## config.mk

```make
export PLATFORM = sky130hd
export DESIGN_NAME = utf16_to_utf8_transcoder_core
export DESIGN_NICKNAME = d
export VERILOG_FILES = /design/src/rtl/u16u8_pkg.sv /design/src/rtl/u16u8_front.sv /design/src/rtl/u16u8_queue.sv /design/src/rtl/u16u8_back.sv /design/src/rtl/utf16_to_utf8_transcoder_core.sv
export SDC_FILE = /design/constraint.sdc
export NUM_CORES = 1
export LEC_CHECK = 0
export BUFFER_PORTS_ARGS = -buffer_cell sky130_fd_sc_hd__buf_2
export CELL_PAD_IN_SITES_DETAIL_PLACEMENT = 1
export CELL_PAD_IN_SITES_GLOBAL_PLACEMENT = 2
export CORE_ASPECT_RATIO = 0.8
export CORE_MARGIN = 1
export CORE_UTILIZATION = 46
export CTS_CLUSTER_SIZE = 24
export DETAILED_ROUTE_END_ITERATION = 16
export PLACE_DENSITY = 0.81
export RECOVER_POWER = 25
export SETUP_SLACK_MARGIN = 0.2
export SKIP_LAST_GASP = 1
export SYNTH_ARGS = -nofsm -noshare
export SYNTH_HDL_FRONTEND = slang
export SYNTH_SLANG_ARGS = --single-unit
```

## constraint.sdc

```tcl
create_clock -name clk -period 8.4 [get_ports clk]
set_input_delay 0 -clock clk [delete_from_list [all_inputs] [get_ports clk]]
set_output_delay 0 -clock clk [all_outputs]
set_load 0.01 [all_outputs]
```

## src/rtl/u16u8_pkg.sv

```systemverilog
// ----------------------------------------------------------------------------
// u16u8_pkg
// shared types and the utf-8 encoder for the utf-16 to utf-8 transcoder
// ----------------------------------------------------------------------------
`default_nettype none

package u16u8_pkg;

  localparam logic [20:0] REPL_CP    = 21'h00FFFD;
  localparam logic [20:0] SUPP_BASE  = 21'h010000;
  localparam logic [5:0]  LEAD_TAG   = 6'b110110;
  localparam logic [5:0]  TRAIL_TAG  = 6'b110111;

  // one encoded scalar: up to four bytes, byte 0 goes out first
  typedef struct packed {
    logic [3:0][7:0] bytes;
    logic [2:0]      len;
    logic            repl;
  } seg_t;

  // everything one request produces; seg0 is never empty when queued
  typedef struct packed {
    seg_t seg0;
    seg_t seg1;
    logic has_seg1;
    logic last;
    logic ok;
  } rec_t;

  localparam seg_t SEG_EMPTY = '{bytes: '0, len: 3'd0, repl: 1'b0};

  function automatic seg_t encode(input logic [20:0] cp, input logic repl);
    seg_t s;
    s = SEG_EMPTY;
    s.repl = repl;
    if (cp < 21'h80) begin
      s.len = 3'd1;
      s.bytes[0] = {1'b0, cp[6:0]};
    end else if (cp < 21'h800) begin
      s.len = 3'd2;
      s.bytes[0] = {3'b110, cp[10:6]};
      s.bytes[1] = {2'b10, cp[5:0]};
    end else if (cp < 21'h10000) begin
      s.len = 3'd3;
      s.bytes[0] = {4'b1110, cp[15:12]};
      s.bytes[1] = {2'b10, cp[11:6]};
      s.bytes[2] = {2'b10, cp[5:0]};
    end else begin
      s.len = 3'd4;
      s.bytes[0] = {5'b11110, cp[20:18]};
      s.bytes[1] = {2'b10, cp[17:12]};
      s.bytes[2] = {2'b10, cp[11:6]};
      s.bytes[3] = {2'b10, cp[5:0]};
    end
    return s;
  endfunction

endpackage

`default_nettype wire

```

## src/rtl/u16u8_front.sv

```systemverilog
// ----------------------------------------------------------------------------
// u16u8_front
// accepts code units, pairs surrogates, builds the byte record for the queue
// ----------------------------------------------------------------------------
`default_nettype none

module u16u8_front
  import u16u8_pkg::*;
(
  input  wire logic        clk,
  input  wire logic        rst,
  input  wire logic        in_valid,
  output logic             in_ready,
  input  wire logic [15:0] code_unit,
  input  wire logic        last_unit,
  output logic             push,
  input  wire logic        push_ready,
  output rec_t             push_rec
);

  logic [9:0] held_lead_bits, held_lead_bits_next;
  logic       held_lead_valid, held_lead_valid_next;
  logic       error_seen, error_seen_next;

  logic       is_lead, is_trail, fresh, hold, accept, err_item;
  seg_t       seg_a, seg_b;
  logic [20:0] pair_cp;

  assign is_lead  = (code_unit[15:10] == LEAD_TAG);
  assign is_trail = (code_unit[15:10] == TRAIL_TAG);
  assign pair_cp  = SUPP_BASE + {1'b0, held_lead_bits, code_unit[9:0]};
  assign in_ready = push_ready;
  assign accept   = in_valid && in_ready;

  always_comb begin
    seg_a = SEG_EMPTY;
    seg_b = SEG_EMPTY;
    fresh = 1'b1;
    hold  = 1'b0;
    if (held_lead_valid) begin
      if (is_trail) begin
        seg_a = encode(pair_cp, 1'b0);
        fresh = 1'b0;
      end else begin
        seg_a = encode(REPL_CP, 1'b1);
      end
    end
    if (fresh) begin
      if (is_lead) begin
        if (last_unit) begin
          seg_b = encode(REPL_CP, 1'b1);
        end else begin
          hold = 1'b1;
        end
      end else if (is_trail) begin
        seg_b = encode(REPL_CP, 1'b1);
      end else begin
        seg_b = encode({5'd0, code_unit}, 1'b0);
      end
    end
    err_item = seg_a.repl || seg_b.repl;
  end

  always_comb begin
    push_rec.last = last_unit;
    push_rec.ok   = !(error_seen || err_item);
    if (seg_a.len == 3'd0) begin
      push_rec.seg0     = seg_b;
      push_rec.seg1     = SEG_EMPTY;
      push_rec.has_seg1 = 1'b0;
    end else begin
      push_rec.seg0     = seg_a;
      push_rec.seg1     = seg_b;
      push_rec.has_seg1 = (seg_b.len != 3'd0);
    end
    push = in_valid && (push_rec.seg0.len != 3'd0);
  end

  always_comb begin
    held_lead_bits_next  = held_lead_bits;
    held_lead_valid_next = held_lead_valid;
    error_seen_next      = error_seen;
    if (accept) begin
      if (last_unit) begin
        held_lead_bits_next  = '0;
        held_lead_valid_next = 1'b0;
        error_seen_next      = 1'b0;
      end else begin
        held_lead_valid_next = hold;
        if (hold) begin
          held_lead_bits_next = code_unit[9:0];
        end
        error_seen_next = error_seen || err_item;
      end
    end
  end

  always_ff @(posedge clk) begin
    if (rst) begin
      held_lead_bits  <= '0;
      held_lead_valid <= 1'b0;
      error_seen      <= 1'b0;
    end else begin
      held_lead_bits  <= held_lead_bits_next;
      held_lead_valid <= held_lead_valid_next;
      error_seen      <= error_seen_next;
    end
  end

endmodule

`default_nettype wire

```

## src/rtl/u16u8_queue.sv

```systemverilog
// ----------------------------------------------------------------------------
// u16u8_queue
// small record queue between the front and the back
// ----------------------------------------------------------------------------
`default_nettype none

module u16u8_queue
  import u16u8_pkg::*;
#(
  parameter int DEPTH = 2
) (
  input  wire logic clk,
  input  wire logic rst,
  input  wire logic wr_valid,
  output logic      wr_ready,
  input  wire rec_t wr_rec,
  output logic      rd_valid,
  input  wire logic rd_ready,
  output rec_t      rd_rec
);

  localparam int AW = (DEPTH > 1) ? $clog2(DEPTH) : 1;
  localparam int CW = $clog2(DEPTH + 1);

  rec_t          entries [DEPTH];
  logic [AW-1:0] wr_ptr, wr_ptr_next, rd_ptr, rd_ptr_next;
  logic [CW-1:0] count, count_next;
  logic          do_wr, do_rd;

  assign wr_ready = (count != CW'(DEPTH));
  assign rd_valid = (count != '0);
  assign rd_rec   = entries[rd_ptr];
  assign do_wr    = wr_valid && wr_ready;
  assign do_rd    = rd_valid && rd_ready;

  always_comb begin
    wr_ptr_next = wr_ptr;
    rd_ptr_next = rd_ptr;
    count_next  = count;
    if (do_wr) begin
      wr_ptr_next = (wr_ptr == AW'(DEPTH - 1)) ? '0 : wr_ptr + 1'b1;
    end
    if (do_rd) begin
      rd_ptr_next = (rd_ptr == AW'(DEPTH - 1)) ? '0 : rd_ptr + 1'b1;
    end
    if (do_wr && !do_rd) begin
      count_next = count + 1'b1;
    end else if (do_rd && !do_wr) begin
      count_next = count - 1'b1;
    end
  end

  always_ff @(posedge clk) begin
    if (rst) begin
      wr_ptr <= '0;
      rd_ptr <= '0;
      count  <= '0;
    end else begin
      wr_ptr <= wr_ptr_next;
      rd_ptr <= rd_ptr_next;
      count  <= count_next;
    end
  end

  always_ff @(posedge clk) begin
    if (do_wr) begin
      entries[wr_ptr] <= wr_rec;
    end
  end

endmodule

`default_nettype wire

```

## src/rtl/u16u8_back.sv

```systemverilog
// ----------------------------------------------------------------------------
// u16u8_back
// walks the head record, one utf-8 byte per cycle while rd_valid && out_ready
// ----------------------------------------------------------------------------
`default_nettype none

module u16u8_back
  import u16u8_pkg::*;
(
  input  wire logic  clk,
  input  wire logic  rst,
  input  wire logic  rd_valid,
  output logic       rd_ready,
  input  wire rec_t  rd_rec,
  output logic       out_valid,
  input  wire logic  out_ready,
  output logic [7:0] out_byte,
  output logic       last_of_run,
  output logic       replaced,
  output logic       end_of_string,
  output logic       string_ok
);

  logic       seg_sel, seg_sel_next;
  logic [1:0] byte_idx, byte_idx_next;
  seg_t       cur_seg;
  logic       last_in_seg, last_in_rec, take;

  assign cur_seg     = seg_sel ? rd_rec.seg1 : rd_rec.seg0;
  assign last_in_seg = ({1'b0, byte_idx} == (cur_seg.len - 3'd1));
  assign last_in_rec = last_in_seg && (seg_sel || !rd_rec.has_seg1);
  assign take        = rd_valid && out_ready;

  assign out_valid     = rd_valid;
  assign out_byte      = cur_seg.bytes[byte_idx];
  assign replaced      = cur_seg.repl;
  assign last_of_run   = last_in_rec;
  assign end_of_string = last_in_rec && rd_rec.last;
  assign string_ok     = last_in_rec && rd_rec.last && rd_rec.ok;
  assign rd_ready      = out_ready && last_in_rec;

  always_comb begin
    seg_sel_next  = seg_sel;
    byte_idx_next = byte_idx;
    if (take) begin
      if (last_in_rec) begin
        seg_sel_next  = 1'b0;
        byte_idx_next = '0;
      end else if (last_in_seg) begin
        seg_sel_next  = 1'b1;
        byte_idx_next = '0;
      end else begin
        byte_idx_next = byte_idx + 1'b1;
      end
    end
  end

  always_ff @(posedge clk) begin
    if (rst) begin
      seg_sel  <= 1'b0;
      byte_idx <= '0;
    end else begin
      seg_sel  <= seg_sel_next;
      byte_idx <= byte_idx_next;
    end
  end

endmodule

`default_nettype wire

```

## src/rtl/utf16_to_utf8_transcoder_core.sv

```systemverilog
// ----------------------------------------------------------------------------
// utf16_to_utf8_transcoder_core
// utf-16 code units in, utf-8 bytes out, with u+fffd for ill-formed units
// ----------------------------------------------------------------------------
//
//   channel  handshake             payload
//   in       in_valid / in_ready   code_unit[15:0], last_unit
//   out      out_valid / out_ready out_byte[7:0], last_of_run, replaced,
//                                  end_of_string, string_ok
//
// one output byte per cycle while out_ready is high; a request makes 1 to 6 bytes
// (3 for typical non-ascii bmp text); a held lead makes none
// the byte serializer in the back end sets the output rate
// the front takes a request in the same cycle it arrives while the queue has room
// rst is synchronous; no clearing pass, the block is ready the cycle after reset
// a stalled output holds the queue head, the front keeps filling the queue
//
`default_nettype none

module utf16_to_utf8_transcoder_core
  import u16u8_pkg::*;
#(
  parameter int QUEUE_DEPTH = 2
) (
  input  wire logic        clk,
  input  wire logic        rst,
  input  wire logic        in_valid,
  output logic             in_ready,
  input  wire logic [15:0] code_unit,
  input  wire logic        last_unit,
  output logic             out_valid,
  input  wire logic        out_ready,
  output logic [7:0]       out_byte,
  output logic             last_of_run,
  output logic             replaced,
  output logic             end_of_string,
  output logic             string_ok
);

  // front to queue
  logic push, push_ready;
  rec_t push_rec;

  // queue to back
  logic head_valid, head_ready;
  rec_t head_rec;

  // surrogate pairing, error tracking and encoding
  u16u8_front u_front (
    .clk        (clk),
    .rst        (rst),
    .in_valid   (in_valid),
    .in_ready   (in_ready),
    .code_unit  (code_unit),
    .last_unit  (last_unit),
    .push       (push),
    .push_ready (push_ready),
    .push_rec   (push_rec)
  );

  // decouples request intake from byte output
  u16u8_queue #(
    .DEPTH (QUEUE_DEPTH)
  ) u_queue (
    .clk      (clk),
    .rst      (rst),
    .wr_valid (push),
    .wr_ready (push_ready),
    .wr_rec   (push_rec),
    .rd_valid (head_valid),
    .rd_ready (head_ready),
    .rd_rec   (head_rec)
  );

  // byte serializer
  u16u8_back u_back (
    .clk           (clk),
    .rst           (rst),
    .rd_valid      (head_valid),
    .rd_ready      (head_ready),
    .rd_rec        (head_rec),
    .out_valid     (out_valid),
    .out_ready     (out_ready),
    .out_byte      (out_byte),
    .last_of_run   (last_of_run),
    .replaced      (replaced),
    .end_of_string (end_of_string),
    .string_ok     (string_ok)
  );

  // end of string only ever lands on the last byte of a request
  a_eos_on_last: assert property (@(posedge clk) disable iff (rst)
    out_valid && end_of_string |-> last_of_run)
    else $error("end_of_string without last_of_run");

  // success flag only rides on the end of string byte
  a_ok_on_eos: assert property (@(posedge clk) disable iff (rst)
    out_valid && string_ok |-> end_of_string)
    else $error("string_ok away from end of string");

  // every byte of ef bf bd has its top bit set
  a_repl_byte: assert property (@(posedge clk) disable iff (rst)
    out_valid && replaced |-> out_byte[7])
    else $error("replacement byte below 0x80");

  // a replaced byte at the end of string must report failure
  a_repl_not_ok: assert property (@(posedge clk) disable iff (rst)
    out_valid && replaced && end_of_string |-> !string_ok)
    else $error("string_ok set on replaced byte");

endmodule

`default_nettype wire

```

Yosys cells after proc, flatten, opt, wreduce, memory -nomap -nowiden. Memory sizes are Yosys's and may differ from the RTL's. A register that Yosys moved wholly into a read port is not among the register bits. Cells that the tools add are included.

Add/subtract/negate cells: 7. $mul: 0. Div/mod/pow operators: 0. Magnitude comparators: 6. Equality and inequality tests: 4. Shift operators: 0. Muxes and demuxes: 41. Bitwise operators: 0. Reduce and logical (&&, ||, !) cells: 27.

Operators by type and width (number): $mux W36 (6); $mux W73 (1); $mux W16 (2); $mux W28 (1); $mux W25 (1); $mux W24 (1); $mux W8 (3); $mux W11 (2); $add A17 B20 Y21 const A (1); $lt A21 B12 Y1 const B (1); $lt A21 B17 Y1 const B (1); $lt A21 B8 Y1 const B (1); $mux W10 (2); $mux W19 (1); $mux W17 (1); $bmux W8 S2 (1); $lt A16 B12 Y1 const B (1); $lt A16 B8 Y1 const B (1); $mux W1 (15); $eq A6 B6 Y1 const B (2); $logic_and A1 B1 Y1 (11); $mux W2 (4); $reduce_bool A2 Y1 (4); $reduce_bool A3 Y1 (2); 11 further kinds (19).

Flip-flop bits (word level): 19. Bits in latches: 0. RAM bits: 150. Memory bits (read-only): 0. Input port bits: 21. Output and inout port bits: 14. Word-level logic and storage cells: 94. Memories: 1.

Memory list: u_queue.entries (words 2, bits a word 75, read ports 1, clocked after memory_dff 1, write ports 1, RTL line u16u8_queue.sv:25) `rec_t entries [DEPTH];`.

Logic depth before layout (Yosys ltp).
Depth after elaboration: 16. Gate-level depth with buffers: 13. Gate-level depth less buffers: 11.

Modules after synthesis. Synthesis repeated with hierarchy kept, for this count alone.

Cells, all modules: 629. Area total of the unflattened synthesis: 8370.5 µm².

Modules (own cells, without submodules): u16u8_queue (instances 1, cells each 257, area an instance 5645.4 µm², seq. area each 4604.4 µm²); u16u8_front (instances 1, cells each 310, area an instance 1965.6 µm², seq. area each 240.2 µm²); u16u8_back (instances 1, cells each 62, area an instance 759.5 µm², seq. area each 60.1 µm²).

Worst setup path after synthesis. Ideal clock, no wire load.

Path kind: flip-flop to flip-flop. Start: register u_queue.count[0]. End: memory u_queue.entries[0][0] (netlist bit), enable pin. Setup time: 0.479 ns. Data arrival time: 3.485 ns. Required time: 7.921 ns. Slack: 4.436 ns. Cell stages (with the launch flop): 5. Buffers on the path: 0. Clock period less this slack: 3.964 ns. Path through: dfxtp_1 > nand2b_1 > nand2_1 > a21oi_1 > nor2b_1.

Longest elaborated chain between the ends: 4.

RTL lines: start: declaration (RTL line u16u8_queue.sv:27) `logic [CW-1:0] count, count_next;`; start signal: assignment (RTL line u16u8_queue.sv:61) `count <= count_next;`; $ne A2 B2 Y1 (RTL line u16u8_queue.sv:30) `assign wr_ready = (count != CW'(DEPTH));`; net in_ready (RTL line utf16_to_utf8_transcoder_core.sv:28) `output logic in_ready,`; $logic_and A1 B1 Y1 (RTL line u16u8_queue.sv:33) `assign do_wr = wr_valid && wr_ready;`; net u_queue.do_wr (RTL line u16u8_queue.sv:28) `logic do_wr, do_rd;`; $mux W1 (RTL line u16u8_queue.sv:66) `if (do_wr) begin`; $mux W1 (not written as such) (RTL line u16u8_queue.sv:67) `entries[wr_ptr] <= wr_rec;`; end: declaration (RTL line u16u8_queue.sv:25).

The timed path passes the listed nets, and every way through them passes these cells.

==> flow_summary_export.csv <==
group,metric,value,unit
status,outcome,"finished, violations left",
status,violations,"max-capacitance violations, max-slew violations",
route,final_antenna_net_count,0,
timing,setup_viol,0,
timing,rsz0062_at_grt,"no",
critical_path,max_stage_delay,1950,ps
route,wirelength,18790,µm
finish,final_common_cell,"edfxtp_1",
critical_path,crit_cells,11,
route,vias,4744,
timing,timing.hold.ws,53.85,ps
critical_path,r2r_cells,11,
timing,maxSlewViolCount,36,
synth,synth_area,6470,µm²
finish,nets,583,
clock_tree,clk_latency,420,ps
die,die_x,134.6,µm
synth,avgSynthCellArea,12.44,µm²
critical_path,crit_fanout,35,
die,io-pin-count,35,
critical_path,critPathCaptureType,"flop",
timing,fin_worst_skew,6.642,ps
critical_path,path_delay_family,"buffers and inverters",
global_route,grt_antenna_before_repair,0,
finish,final_cell_mix,"114 x edfxtp_1, 65 x nor2_1, 34 x a21oi_1",
route,dr.pass1.iters,5,
route,drcViolationCount,0,
critical_path,endpoint,"u_queue.count[1]",
finish,drive_above_1_share,0.1696,
die,num_rows,38,
critical_path,worstPathCellList,"clkbuf_1, mux4_2, inv_1, ha_1, xor2_1, nand4_2, nor3_2, inv_1, ha_1, or3_1, a21oi_1",
route,viasPerCell,6.309,
placement,placedCellCount,711,
finish,layout.cells.non_filler,752,
global_route,grt_pass1_vias,4905,
finish,diodes,0,
clock_tree,root_buffer,"clkbuf_16",
critical_path,cpMaxStageDelayCell,"clkbuf_1",
clock_tree,cts_buffer_depth,2,
synth,async_flop_share,0,
critical_path,required,8750,ps
die,die_h,108.1,µm
synth,synth_edf_count,114,
clock_tree,cts_tree,"done",
route,wl_per_cell,24.99,µm
timing,layout_min_cycle_time,5011,ps
die,core-area,13650,µm²
pwr,ir_drop,154.2,µV
die,initial_core_util,0.4741,
worst_hold_path,hp-class,"in2reg",
timing,tns,0,ps
route,drt-initial-drc-count,428,
job,drv_cap,1,
clock_tree,clk_pin_slew,60,ps
timing,finalCritPeriodShare,0.5965,
finish,fin_util,0.5414,
critical_path,r2r-end,"u_queue.count[1]",
finish,fillers,1398,
timing,hold_viol,0,
critical_path,critPathArrivalTime,5360,ps
global_route,grt_pass1_wl,28880,µm
synth,yosys_register_bits,134,
clock_tree,cts.sinks,134,
die,die_area,14550,µm²
placement,place_congestion,0.9004,
placement,place_ws,4929,ps
timing,worstMarginPinSlew,2779,ps
finish,syn2layout_area_growth,14.18,%
critical_path,critPathLaunchType,"flop",
placement,dp_hpwl,12620,µm
critical_path,r2r_setup_slack,3390,ps
clock_tree,cts_htree_levels,4,
pwr,p_leak,2.511,nW
clock_tree,postCtsSetupRepairBufs,0,
placement,io_buffers,34,
synth,syn_nets,544,
timing,slew_headroom,-0.8525,
pwr,p_per_area,224.3,nW/µm²
synth,synthFlopType,"edfxtp_1",
critical_path,cp.buffers_inverters,3,
clock_tree,cts_buffers,17,
critical_path,path_class,"reg2reg",
timing,setup_ws,3389,ps
timing,fmax,199.6,MHz
global_route,grt_overflow_total,0,
synth,synthDistinctLibCells,60,
synth,synthCells,520,
synth,yosys_warnings,0,
synth,yosysSeqAreaShare,0.5910,
global_route,grt_max_degree,58,
global_route,track_usage,0.2772,
registers in the layout, indices dropped and copies added (netlist names), named ones only:
name / cells
u_queue.entries: 114
u_front.held_lead_bits: 10
u_back.byte_idx: 2
u_queue.count: 2
u_back.seg_sel: 1
u_front.error_seen: 1
u_front.held_lead_valid: 1
u_queue.rd_ptr: 1
u_queue.wr_ptr: 1
logic make-up after synthesis:
kind of cell             Yosys count  share of synthesized area
buffers and inverters             50                    0.03075
AND/OR/NAND/NOR                  159                     0.1222
adder cells (fa/ha/maj)            3                   0.005802
AO/OA/AOI/OAI                    125                     0.1276
multiplexers                      43                     0.1133
flip-flops                       134                     0.5910
XOR/XNOR                           6                   0.009283
timing repair:
| action | in CTS | in global routing |
|---|---|---|
| resized for setup | 0 | 0 |
| endpoints found under the hold margin | 17 | 0 |
| hold buffers | 9 | 0 |
layer usage:
| metal | up-vias | GRT usage | wire, µm |
|---|---|---|---|
| met5 | - | 0 | 0 |
| met4 | 0 | 0.09872 | 430 |
| met3 | 35 | 0.06985 | 1300 |
| met2 | 209 | 0.4189 | 8468 |
| met1 | 2398 | 0.3892 | 8592 |
| li1 | 2102 | - | - |
Yosys cell counts, types with 5 or more instances:
library cell,n,share of area
a22oi_1,11,0.013
dfxtp_1,20,0.062
inv_1,21,0.012
and3_1,5,0.0048
or4_1,5,0.0058
nand2_1,24,0.014
a211oi_1,7,0.0081
o21ai_0,22,0.017
edfxtp_1,114,0.53
a21oi_1,34,0.026
nor2_1,65,0.038
a221oi_1,8,0.011
a31oi_1,6,0.0058
a21boi_0,5,0.0058
clkbuf_1,22,0.013
nor3_1,17,0.013
nand3_1,9,0.0070
mux4_2,24,0.084
and2_1,6,0.0058
mux2i_1,17,0.026
where the power goes:
group / switching [mW] / internal [mW]
logic: 0.126 / 0.0696
registers: 0.0253 / 0.786
clock network: 0.275 / 0.375
layout make-up:
| cell class | count | area, µm² | share of cell area |
|---|---|---|---|
| clock inverter | 9 | 60.06 | 0.008130 |
| clock buffer | 23 | 447.9 | 0.06064 |
| tap | 180 | 225.2 | 0.03049 |
| sequential | 134 | 3825 | 0.5178 |
| multi-input combinational | 336 | 2456 | 0.3325 |
| inverter | 21 | 78.83 | 0.01067 |
| timing repair buffer | 49 | 294.0 | 0.03980 |
through the flow:
stage / power [mW] / cell area (µm²)
floorplan: 0.9385 / 6470
global placement: 1.006 / 6800
detailed placement: 1.017 / 6800
CTS: 1.672 / 7398
global route: 1.714 / 7387
finish: 1.657 / 7387
worst register-to-register path: stages, from the launching register on:
cell,delay (ps)
dfxtp_2,310
clkbuf_1,1950
mux4_2,780
inv_1,90
ha_1,230
xor2_1,180
nand4_2,180
nor3_2,300
inv_1,80
ha_1,340
or3_1,380
a21oi_1,130
how the worst min path moves through the flow:
stage | from | to | slack (ps) | depth (start not counted)
floorplan | last_unit | u_front.error_seen | 100 | 1
finish | code_unit[0] | u_front.held_lead_bits[0] | 50 | 3
CTS | code_unit[0] | u_front.held_lead_bits[0] | 30 | 3
detailed placement | last_unit | u_queue.entries[1][1] | 300 | 1
global route | code_unit[0] | u_front.held_lead_bits[0] | 60 | 3
global placement | last_unit | u_queue.entries[0][1] | 300 | 1
Power figures use the tool's default switching activity.
